`src/rtl/core/rau_pkg.sv`:
```
package rau_pkg;

    // operation codes
    localparam logic [3:0] OP_ADD = 4'd0;
    localparam logic [3:0] OP_SUB = 4'd1;
    localparam logic [3:0] OP_MUL = 4'd2;
    localparam logic [3:0] OP_DIV = 4'd3;
    localparam logic [3:0] OP_LT  = 4'd4;
    localparam logic [3:0] OP_GT  = 4'd5;
    localparam logic [3:0] OP_LE  = 4'd6;
    localparam logic [3:0] OP_GE  = 4'd7;
    localparam logic [3:0] OP_EQ  = 4'd8;
    localparam logic [3:0] OP_NE  = 4'd9;
    localparam logic [3:0] OP_NEG = 4'd10;
    localparam logic [3:0] OP_POW = 4'd11;

    // status codes
    localparam logic [1:0] ST_OK   = 2'd0;
    localparam logic [1:0] ST_DIVZ = 2'd1;
    localparam logic [1:0] ST_OVF  = 2'd2;

    // iteration counts of the serial units
    localparam logic [7:0] MUL_STEPS = 8'd64;
    localparam logic [7:0] DIV_STEPS = 8'd128;

    typedef enum logic [4:0] {
        UOP_NONE,
        UOP_SET_AZ,
        UOP_SET_BZ,
        UOP_GCD_A,
        UOP_GCD_B,
        UOP_GCD_F,
        UOP_DIV_AN,
        UOP_DIV_AD,
        UOP_DIV_BN,
        UOP_DIV_BD,
        UOP_DIV_FN,
        UOP_DIV_FD,
        UOP_MUL_X,
        UOP_MUL_Y,
        UOP_MUL_DEN,
        UOP_MUL_MN,
        UOP_MUL_DN,
        UOP_MUL_DD,
        UOP_MUL_PN,
        UOP_MUL_PD,
        UOP_COMBINE,
        UOP_NEG,
        UOP_POW_INIT,
        UOP_POW_SET
    } t_uop;

    typedef enum logic [2:0] {
        RK_ZERO,
        RK_ONE,
        RK_DIVZ,
        RK_OVF,
        RK_CMP,
        RK_EQ,
        RK_FIN
    } t_res_kind;

    typedef enum logic [1:0] {
        GP_SH,
        GP_AEV,
        GP_LOOP,
        GP_LSH
    } t_gcd_phase;

    typedef enum logic [4:0] {
        S_IDLE,
        S_CHECK,
        S_AZ,
        S_GCD_A,
        S_DIV_AN,
        S_DIV_AD,
        S_CHK_B,
        S_BZ,
        S_GCD_B,
        S_DIV_BN,
        S_DIV_BD,
        S_DISPATCH,
        S_MUL_X,
        S_MUL_Y,
        S_MUL_DEN,
        S_COMBINE,
        S_MUL_MN,
        S_MUL_DN,
        S_MUL_DD,
        S_NEG,
        S_POW_INIT,
        S_POW_N,
        S_POW_D,
        S_POW_SET,
        S_FIN_CHK,
        S_GCD_F,
        S_DIV_FN,
        S_DIV_FD,
        S_RES
    } t_state;

    typedef struct packed {
        logic      load;
        logic      go;
        t_uop      uop;
        logic      res_we;
        t_res_kind res_kind;
    } t_dp_cmd;

    typedef struct packed {
        logic       done;
        logic [3:0] op;
        logic       ad_zero;
        logic       bd_zero;
        logic       am_zero;
        logic       bm_zero;
        logic       num_zero;
        logic       negexp;
        logic       k_zero;
        logic       pcnt_zero;
        logic       mul_hi_nz;
    } t_dp_status;

endpackage

```
`src/rtl/core/rau_controller.sv`:
```
module rau_controller (
    input  logic                i_clk,
    input  logic                i_rst_n,
    input  logic                i_start,
    output logic                o_busy,
    input  rau_pkg::t_dp_status i_status,
    output rau_pkg::t_dp_cmd    o_cmd
);
    import rau_pkg::*;

    t_state    r_state, n_state;
    t_res_kind r_rk, n_rk;

    always_ff @(posedge i_clk) begin
        if (!i_rst_n) begin
            r_state <= S_IDLE;
            r_rk    <= RK_ZERO;
        end else begin
            r_state <= n_state;
            r_rk    <= n_rk;
        end
    end

    assign o_busy = (r_state != S_IDLE);

    always_comb begin
        n_state = r_state;
        n_rk    = r_rk;
        o_cmd   = '0;
        case (r_state)
            S_IDLE: begin
                if (i_start) begin
                    o_cmd.load = 1'b1;
                    n_state    = S_CHECK;
                end
            end
            // screen op code and zero denominators
            S_CHECK: begin
                if (i_status.op > OP_POW) begin
                    n_rk = RK_ZERO; n_state = S_RES;
                end else if (i_status.ad_zero || (i_status.op <= OP_NE && i_status.bd_zero)) begin
                    n_rk = RK_DIVZ; n_state = S_RES;
                end else if (i_status.am_zero) begin
                    n_state = S_AZ;
                end else begin
                    n_state = S_GCD_A;
                end
            end
            S_AZ: begin
                o_cmd.go = 1'b1; o_cmd.uop = UOP_SET_AZ;
                if (i_status.done) n_state = S_CHK_B;
            end
            S_GCD_A: begin
                o_cmd.go = 1'b1; o_cmd.uop = UOP_GCD_A;
                if (i_status.done) n_state = S_DIV_AN;
            end
            S_DIV_AN: begin
                o_cmd.go = 1'b1; o_cmd.uop = UOP_DIV_AN;
                if (i_status.done) n_state = S_DIV_AD;
            end
            S_DIV_AD: begin
                o_cmd.go = 1'b1; o_cmd.uop = UOP_DIV_AD;
                if (i_status.done) n_state = S_CHK_B;
            end
            S_CHK_B: begin
                if (i_status.op > OP_NE) n_state = S_DISPATCH;
                else if (i_status.bm_zero) n_state = S_BZ;
                else n_state = S_GCD_B;
            end
            S_BZ: begin
                o_cmd.go = 1'b1; o_cmd.uop = UOP_SET_BZ;
                if (i_status.done) n_state = S_DISPATCH;
            end
            S_GCD_B: begin
                o_cmd.go = 1'b1; o_cmd.uop = UOP_GCD_B;
                if (i_status.done) n_state = S_DIV_BN;
            end
            S_DIV_BN: begin
                o_cmd.go = 1'b1; o_cmd.uop = UOP_DIV_BN;
                if (i_status.done) n_state = S_DIV_BD;
            end
            S_DIV_BD: begin
                o_cmd.go = 1'b1; o_cmd.uop = UOP_DIV_BD;
                if (i_status.done) n_state = S_DISPATCH;
            end
            // branch on the operation
            S_DISPATCH: begin
                case (i_status.op)
                    OP_ADD, OP_SUB, OP_LT, OP_GT, OP_LE, OP_GE: n_state = S_MUL_X;
                    OP_MUL: n_state = S_MUL_MN;
                    OP_DIV: begin
                        if (i_status.bm_zero) begin
                            n_rk = RK_DIVZ; n_state = S_RES;
                        end else begin
                            n_state = S_MUL_DN;
                        end
                    end
                    OP_EQ, OP_NE: begin
                        n_rk = RK_EQ; n_state = S_RES;
                    end
                    OP_NEG: n_state = S_NEG;
                    default: begin
                        if (i_status.negexp && i_status.am_zero) begin
                            n_rk = RK_DIVZ; n_state = S_RES;
                        end else if (i_status.k_zero) begin
                            n_rk = RK_ONE; n_state = S_RES;
                        end else if (i_status.am_zero) begin
                            n_rk = RK_ZERO; n_state = S_RES;
                        end else begin
                            n_state = S_POW_INIT;
                        end
                    end
                endcase
            end
            S_MUL_X: begin
                o_cmd.go = 1'b1; o_cmd.uop = UOP_MUL_X;
                if (i_status.done) n_state = S_MUL_Y;
            end
            S_MUL_Y: begin
                o_cmd.go = 1'b1; o_cmd.uop = UOP_MUL_Y;
                if (i_status.done) begin
                    if (i_status.op > OP_SUB) begin
                        n_rk = RK_CMP; n_state = S_RES;
                    end else begin
                        n_state = S_MUL_DEN;
                    end
                end
            end
            S_MUL_DEN: begin
                o_cmd.go = 1'b1; o_cmd.uop = UOP_MUL_DEN;
                if (i_status.done) begin
                    n_state = (i_status.op == OP_MUL) ? S_FIN_CHK : S_COMBINE;
                end
            end
            S_COMBINE: begin
                o_cmd.go = 1'b1; o_cmd.uop = UOP_COMBINE;
                if (i_status.done) n_state = S_FIN_CHK;
            end
            S_MUL_MN: begin
                o_cmd.go = 1'b1; o_cmd.uop = UOP_MUL_MN;
                if (i_status.done) n_state = S_MUL_DEN;
            end
            S_MUL_DN: begin
                o_cmd.go = 1'b1; o_cmd.uop = UOP_MUL_DN;
                if (i_status.done) n_state = S_MUL_DD;
            end
            S_MUL_DD: begin
                o_cmd.go = 1'b1; o_cmd.uop = UOP_MUL_DD;
                if (i_status.done) n_state = S_FIN_CHK;
            end
            S_NEG: begin
                o_cmd.go = 1'b1; o_cmd.uop = UOP_NEG;
                if (i_status.done) n_state = S_FIN_CHK;
            end
            S_POW_INIT: begin
                o_cmd.go = 1'b1; o_cmd.uop = UOP_POW_INIT;
                if (i_status.done) n_state = S_POW_N;
            end
            // drop out as soon as a power leaves the word
            S_POW_N: begin
                o_cmd.go = 1'b1; o_cmd.uop = UOP_MUL_PN;
                if (i_status.done) begin
                    if (i_status.mul_hi_nz) begin
                        n_rk = RK_OVF; n_state = S_RES;
                    end else begin
                        n_state = S_POW_D;
                    end
                end
            end
            S_POW_D: begin
                o_cmd.go = 1'b1; o_cmd.uop = UOP_MUL_PD;
                if (i_status.done) begin
                    if (i_status.mul_hi_nz) begin
                        n_rk = RK_OVF; n_state = S_RES;
                    end else if (i_status.pcnt_zero) begin
                        n_state = S_POW_SET;
                    end else begin
                        n_state = S_POW_N;
                    end
                end
            end
            S_POW_SET: begin
                o_cmd.go = 1'b1; o_cmd.uop = UOP_POW_SET;
                if (i_status.done) n_state = S_FIN_CHK;
            end
            // reduce the final fraction
            S_FIN_CHK: begin
                if (i_status.num_zero) begin
                    n_rk = RK_ZERO; n_state = S_RES;
                end else begin
                    n_state = S_GCD_F;
                end
            end
            S_GCD_F: begin
                o_cmd.go = 1'b1; o_cmd.uop = UOP_GCD_F;
                if (i_status.done) n_state = S_DIV_FN;
            end
            S_DIV_FN: begin
                o_cmd.go = 1'b1; o_cmd.uop = UOP_DIV_FN;
                if (i_status.done) n_state = S_DIV_FD;
            end
            S_DIV_FD: begin
                o_cmd.go = 1'b1; o_cmd.uop = UOP_DIV_FD;
                if (i_status.done) begin
                    n_rk = RK_FIN; n_state = S_RES;
                end
            end
            S_RES: begin
                o_cmd.res_we   = 1'b1;
                o_cmd.res_kind = r_rk;
                n_state        = S_IDLE;
            end
            default: n_state = S_IDLE;
        endcase
    end

endmodule

```
`config.mk`:
```
export PLATFORM = sky130hd
export DESIGN_NAME = rau_controller
export DESIGN_NICKNAME = d
export VERILOG_FILES = /design/src/rtl/core/rau_pkg.sv /design/src/rtl/core/rau_controller.sv
export SDC_FILE = /design/constraint.sdc
export NUM_CORES = 1
export LEC_CHECK = 0
export ABC_AREA = 1
export BUFFER_PORTS_ARGS = -buffer_cell sky130_fd_sc_hd__buf_2
export CORE_MARGIN = 3
export CORE_UTILIZATION = 41
export CTS_CLUSTER_DIAMETER = 120
export DETAILED_ROUTE_END_ITERATION = 8
export PLACE_DENSITY = 0.62
export SYNTH_ARGS = -nofsm -noshare
export SYNTH_HDL_FRONTEND = slang
export SYNTH_SLANG_ARGS = --single-unit
```
`constraint.sdc`:
```
create_clock -name i_clk -period 4.5 [get_ports i_clk]
set_input_delay 0.225 -clock i_clk [delete_from_list [all_inputs] [get_ports i_clk]]
set_output_delay 0.225 -clock i_clk [all_outputs]
set_load 0.05 [all_outputs]
```
Word level (Yosys, flattened, before mapping)
Index checks and enable logic that the tools add are counted.

Word-level logic and storage cells: 141. Input bits: 17. Register bits after elaboration: 8. Output and inout port bits: 12.

Eq/ne operators: 65. Order comparisons: 4. Mux-type cells: 54. Reduce and logical (&&, ||, !) cells: 16.

Operators with widths (count): $pmux 6 s23 (1); $mux 5 (23); $pmux 5 s23 (1); $eq 5x5->1 const B (13); $eq 5x4->1 const B (8); $mux 3 (13); $ne 2x2->1 const B (19); $mux 4 (9); $pmux 5 s5 (1); $eq 5x3->1 const B (4); $reduce_and 19->1 (1); $pmux 3 s6 (1); $eq 4x3->1 const B (4); $eq 4x4->1 const B (3); $reduce_and 11->1 (1); $eq 5x2->1 const B (2); $ne 2x1->1 const B (5); $pmux 3 s3 (1); $eq 4x2->1 const B (2); $gt 4x4->1 const B (2); $reduce_or 2->1 (4); $reduce_or 8->1 (1); $ne 3x3->1 const B (2); $ne 6x6->1 const B (1); 14 further kinds (17).

Depth between registers and ports, before layout
Gate-level depths: netlist of the first run.

Word-level depth: 6. Depth in mapped cells: 12. Mapped depth without buffers: 11.

Worst setup path after synthesis of the first run
OpenSTA, ideal clock, no wires.

Path type: register -> output. Start point: reg r_state[1]. End point: out o_cmd[0] (netlist name). Arrival: 2.672 ns. Data required time: 4.275 ns. Path slack: 1.603 ns. Stages on the path, launching flop included: 7. Path buffers: 1. Path through: dfxtp_1 buf_6 nor2_4 inv_1 nor3_1 inv_1 nor2_1.

RTL lines: start, declared (line rau_controller.sv:11) `t_state r_state, n_state;`; start signal, assigned (line rau_controller.sv:19) `r_state <= n_state;`; end, declared (line rau_controller.sv:7) `output rau_pkg::t_dp_cmd o_cmd`.

==> qor.txt, run 1 <==
Post-synth EDFFs - 0
Syn Inst Count - 291
GRT Util Overall - 22.6%
Kind of critical path - flop to primary output
Synth async-reset ratio - 0%
Core Area - 3390 µm²
Setup TNS - 0 ps
Synth Cell Area - 1460 µm²
Dpl hpwl - 3850 µm
Worst slew pin tran - 487 ps
Met1 Resource Use GR - 29.7%
Fin area - 1620 µm²
First-pass GRT wire length - 7690 µm
Leading area contributor after synthesis - nand2_1
Final Cycle Share - 55.0%
Area after DPL - 1600 µm²
Max Slew Vio Count - 0
Largest net degree at the start of global routing - 18
Post-Route WL - 4740 µm
Setup bufs post-CTS - 0
Met3 Use GR - 4.10%
Buf+Inv Stages, Crit Path - 2
Final std cells w/o fill - 361
Pwr Density - 475 nW/µm²
Minimum clock period - 2480 ps
Layout cells sized above 1 - 16.2%
Seq cells post-synth - 8
Die outline height - 65.8 µm
Area Overhead vs Synth - 10.6%
DRC viols - 0
Slew HR - 67.5%
Slowest cell on the critical path - dfxtp_1
Distinct cells, synth - 22
Cts repair resizes - 0
Worst VDD drop - 0.217 mV
Setup crit end kind - primary output
Global routing's busiest layer - met2
Most instantiated cells after synthesis - nand2_1, nor2_1, nand3_1
Grt met2 use - 36.3%
Antenna-violating nets left - 0
CP startpoint kind - flop
Worst-path clk slew - 50 ps
Fmax - 404 MHz
Ant. Diodes - 0
Total CTS buffers - 3
H-tree levels - 1
Inst Count DP - 358
Pre-Repair DR Iteration Count - 5
Routed WL per cell - 13.1 µm
Clock buffer depth - 2
Row cnt - 21
Hold Crit Class - input pin to flop
Clock Skew - 1.06 ps
Nets - 334
TritonCTS clock tree - built
Sequential area share after synthesis - 10.9%
Synth Area per Inst - 5.03 µm²
Fin. Hold Viols - 0
CTS root buf - clkbuf_4
Pre-CTS WS - 2380 ps
Hold_buf cts - 0
Vias in the first global route - 1705
CP top delay family - flip-flops
CP max FO - 17
Grt ovf - 0
Gpl congestion - 1.03
Max_cap viols - 0
Cell Chain, Critical Path - inv_2 > nand2_1 > nor2_2 > nor2_1 > o2111a_1 > nand4_1 > buf_2
Net Count, Synth - 308
Fin worst setup slack - 2020 ps
Dominant cell by count in the synthesized netlist - nand2_1
Warnings from Yosys - 0
Leak - 0.909 nW
Status - completed
Clock sinks - 8
Buffers on Ports - 28
Setup Viol. Count Final - 0
Ports - 29
Die ar. - 4320 µm²
RSZ-0062 raised after global routing - false
Clk_lat worst skew - 250 ps
Starting Density - 43.2%
# fillers - 389
Required time worst endpoint - 4280 ps
DRT iter0 DRCs - 243
Yosys top cell area share - 20.0%
Via count - 1951
Die span in x - 65.8 µm
Initial antenna violation count - 0
Top cells by area, synth - nand2_1, nor2_1, nand3_1
Via density - 5.40
Crit path DAT - 2250 ps
Crit path largest cell delay - 620 ps
Main flop type after synthesis - dfxtp_1
logic make-up after synthesis:
logic type / count (synthesis) / share of synthesized area [%]
compound gates: 26 / 9.83
buf+inv: 41 / 13.2
flops: 8 / 10.9
simple gates: 216 / 66.1
cells in the final DEF (no fill, tap or decap):
cell type / synthesis / routed
a21oi_1: 13 / 13
nand3b_1: 1 / 1
buf_2: 1 / 28
nor3_1: 1 / 1
nand3_2: 3 / 3
nand2_1: 78 / 78
o211ai_1: 3 / 3
nor2_1: 63 / 63
dfxtp_1: 8 / 8
nor2_2: 7 / 7
inv_1: 30 / 30
clkbuf_4: 0 / 3
nor4_1: 1 / 1
nand4_1: 11 / 11
nand2_2: 4 / 4
o21ai_0: 9 / 9
o2111a_1: 1 / 1
nand3_1: 44 / 44
inv_2: 4 / 4
nor4b_1: 1 / 1
nor2_4: 2 / 2
sequential cells by signal, summed over array words and instances (netlist names):
register	count
r_rk	3
r_state	5
final timing paths:
path | start | end | slack, ps | depth (start not counted)
worst max-delay path | r_state[4] | o_cmd[4] | 2020 | 7
worst min-delay path | i_rst_n | r_state[4] | 310 | 3
worst max register to register | r_state[4] | r_state[2] | 2360 | 10
worst min register to register | r_rk[1] | r_rk[1] | 460 | 2
worst reg2reg max path, delay by kind of cell, from the launching register on:
family          cells  cell delay [ps]
simple gates        8             1060
flops               1              620
buf+inv             1              260
compound gates      1              120
through the flow:
step                      utilization [%]  hold slack, ps  power (W)
after CTS                            47.8             309   0.000768
after floorplan                         -             440   0.000604
after global routing                 47.8             359   0.000840
final                                47.8             315   0.000770
after global placement               47.1             453   0.000716
after detailed placement             47.1             461   0.000711
final cells by class:
type / instances / area (µm²) / share of cell area (%)
multi-input combinational: 242 / 1110 / 68.6
sequential: 8 / 160 / 9.89
timing repair buffer: 28 / 140 / 8.66
inverter: 34 / 128 / 7.88
tap: 46 / 57.6 / 3.55
clock buffer: 3 / 22.5 / 1.39
routing by layer:
layer | wire length, µm | vias up
li1 | - | 1000
met1 | 1970 | 828
met2 | 2140 | 109
met3 | 472 | 14
met4 | 163 | 0
met5 | 0 | -
report_power, final:
part | switching [W] | internal (W) | total [W]
Clock | 0.0000234 | 0.0000305 | 0.0000539
Combinational | 0.000436 | 0.000151 | 0.000587
Sequential | 0.0000405 | 0.0000878 | 0.000128
No activity file was read; power rests on OpenSTA's default activity.
==> run 2: changes to the inputs <==
Settings changed: ABC_AREA 1 to 0, PLACE_DENSITY 0.62 to 0.64.
Clock period 4.5 ns to 2.15 ns, I/O delays scaled along.
==> run 2 against run 1 <==
Flip-flop and latch count stayed put. Highest routed layer unchanged. Synthesized cell count down 23%. Design area rose by 14%. Clock-buffer cell count did not move. Routed wire length grew 14%. Area after synthesis increased by 3.6%. Sequential power is 110% higher. Worst hold slack got worse by 85 ps. Utilization up 6.1 points.
==> qor.txt, run 2 <==
Via density - 6.47 (+20%)
Hold Crit Class - input pin to flop
Syn Inst Count - 223 (-23%)
Fin area - 1850 µm² (+14%)
GRT Util Overall - 25.9% (+3.2 points)
Worst-path clk slew - 50 ps (about the same)
Gpl congestion - 0.981 (-4.5%)
Hold Crit Depth - 3 (unchanged)
Largest family of logic cells by synthesized area - compound AO/OA/AOI/OAI gates
Starting Density - 44.1% (+0.87 points)
Die span in x - 66.8 µm (+1.6%)
FF-to-FF path depth - 5 (-5)
Antenna-violating nets left - 0 (unchanged)
H-tree levels - 1 (unchanged)
DRT iter0 DRCs - 237 (-2.5%)
Die outline height - 66.8 µm (+1.6%)
Main flop type after synthesis - dfxtp_1
HP Start - i_rst_n
Fin. Hold Viols - 0 (unchanged)
Setup Viol. Count Final - 0 (unchanged)
Synth Area in Simple Gates - 33.7% (-32 points)
Net Count, Synth - 240 (-22%)
Most flop-heavy register - r_state
Seq cells post-synth - 8 (unchanged)
Most instantiated cells after synthesis - o21ai_0, nor2_1, a21oi_1, buf_2, nand2_1
Final Cycle Share - 96.6%
Synth async-reset ratio - 0% (unchanged)
Slew HR - 66.2% (-1.3 points)
Post-Synth Adder-Cell Area - 0% (unchanged)
CP max FO - 28 (+11)
Distinct cells, synth - 66 (+200%)
Layout cells sized above 1 - 26.6% (+10 points)
Synth Cell Area - 1520 µm² (+3.6%)
Dominant cell by count in the synthesized netlist - o21ai_0
Max_cap viols - 0 (unchanged)
Total CTS buffers - 3 (unchanged)
Setup TNS - 0 ps (unchanged)
Yosys top cell area share - 10.6% (-9.4 points)
CP startpoint kind - flop
Worst slew pin tran - 504 ps (+16.9 ps)
Required time worst endpoint - 2040 ps (-2240 ps)
# fillers - 360 (-7.5%)
Cts repair resizes - 0 (unchanged)
Ant. Diodes - 0 (unchanged)
Fmax - 482 MHz
First-pass GRT wire length - 8930 µm (+16%)
Area after DPL - 1810 µm² (+13%)
Worst VDD drop - 0.814 mV (+280%)
Post-Synth XOR/XNOR Area - 0.578% (+0.58 points)
Clock sinks - 8 (unchanged)
TritonCTS clock tree - built
Routed WL per cell - 18.2 µm (+39%)
Most common cell after layout, fill and taps aside - buf_2
Largest net degree at the start of global routing - 29 (+11)
Fin worst setup slack - 73.4 ps (-1950 ps)
Top Registers - r_state: 5 flops, r_rk: 3 flops
Clk_lat worst skew - 230 ps (-20 ps)
Top cells by area, synth - dfxtp_1, o21ai_0, a21oi_1
Clock Skew - 2.59 ps (+1.54 ps)
Sequential area share after synthesis - 10.6% (-0.38 points)
Pre-CTS WS - 197 ps (-2190 ps)
Die ar. - 4460 µm² (+3.2%)
Warnings from Yosys - 0 (unchanged)
Synth Area per Inst - 6.80 µm² (+35%)
RR Endpoint - r_state[0]
CTS root buf - clkbuf_8
Hold_buf cts - 0 (unchanged)
Pwr Density - 1440 nW/µm² (+200%)
Reg-to-reg setup timing slack - 140 ps (-2220 ps)
Commonest cells after routing, fill and taps aside - buf_2, o21ai_0, buf_4, a21oi_1, nand2_1
Reg-to-reg critical path startpoint - r_state[2]
Setup bufs post-CTS - 0 (unchanged)
Via count - 1928 (-1.2%)
Setup crit end kind - primary output
Buffers on Ports - 28 (unchanged)
Post-Route WL - 5430 µm (+14%)
Kind of critical path - flop to primary output
Area Overhead vs Synth - 22.2%
Crit path DAT - 1970 ps (-280 ps)
Leak - 0.741 nW (-18%)
Grt ovf - 0 (unchanged)
RSZ-0062 raised after global routing - false
Max Slew Vio Count - 0 (unchanged)
Post-synth EDFFs - 0 (unchanged)
Leading area contributor after synthesis - dfxtp_1
Compound-Gate Fraction of Synth Area - 42.8% (+33 points)
Hold Path Sink - r_rk[0]
Dpl hpwl - 4140 µm (+7.7%)
Ports - 29 (unchanged)
Nets - 271 (-19%)
Minimum clock period - 2080 ps
Core Area - 3440 µm² (+1.6%)
Pre-Repair DR Iteration Count - 5 (unchanged)
Vias in the first global route - 1793 (+5.2%)
Row cnt - 21 (unchanged)
Max reg flops - 5 (unchanged)
Clock buffer depth - 2 (unchanged)
Mux cell area share after synthesis - 2.72% (+2.7 points)
DRC viols - 0 (unchanged)
Status - completed
Initial antenna violation count - 0 (unchanged)
run 2: cell count changes after synthesis, sizes merged, moves of 6 or more:
cell	previous run	this run
nand2b	0	9
o21ai	9	20
nand3	47	8
nand4	11	5
nor2	72	15
inv	34	5
nand2	82	14
buf	7	16
nor2b	0	8
clkbuf	0	8
run 2: cell type report:
cell class,instances,area (µm²),area share (%)
Multi-Input combinational cell,184,1220,66.1
Clock buffer,3,41.3,2.23
Timing Repair Buffer,50,343,18.5
Tap cell,46,57.6,3.11
Inverter,7,26.3,1.42
Sequential cell,8,160,8.64
run 2: worst max path at each step:
stage / slack (ps) / to / from / depth (start not counted)
after detailed placement: 200 / r_state[3] / r_state[3] / 6
after floorplan: 40 / o_cmd[6] / r_state[2] / 6
after global routing: 10 / o_cmd[10] / r_state[4] / 5
final: 70 / o_cmd[10] / r_state[4] / 5
after CTS: 70 / o_cmd[10] / r_state[4] / 5
after global placement: 140 / r_state[0] / r_state[4] / 6
run 2: worst max-delay path: stages (launching register included):
cell     delay [ps]
dfxtp_1         340
buf_12          170
or4_4           570
or2_2           320
nor2_2           70
buf_2           260
run 2: report_power, final:
group,switching [W],internal (W)
Sequential,0.0000736,0.000198
Combinational,0.00138,0.000825
Clock,0.0000644,0.000122
Total,0.00152,0.00114
run 2: logic make-up (layout without fill, tap and decap cells):
kind of cell    count (synthesis)  after routing
buf+inv                        31             60
flops                           8              8
compound gates                 90             90
mux                             4              4
simple gates                   89             89
xor+xnor                        1              1
run 2: per-layer routing:
metal | part of all wire, % | track usage, %
met1 | 45 | 36.3
met2 | 46 | 41.3
met3 | 6.7 | 3.71
met4 | 2.2 | 6.09
met5 | 0 | 0
run 2: metrics by stage:
stage                     cells  utilization (%)  hold WS (ps)  power (W)
after floorplan             223                -           272    0.00181
after global placement      295             52.6           441    0.00247
after detailed placement    295             52.6           455    0.00243
after CTS                   298             53.8           225    0.00263
after global routing        298             53.8           247    0.00285
final                       298             53.8           230    0.00266
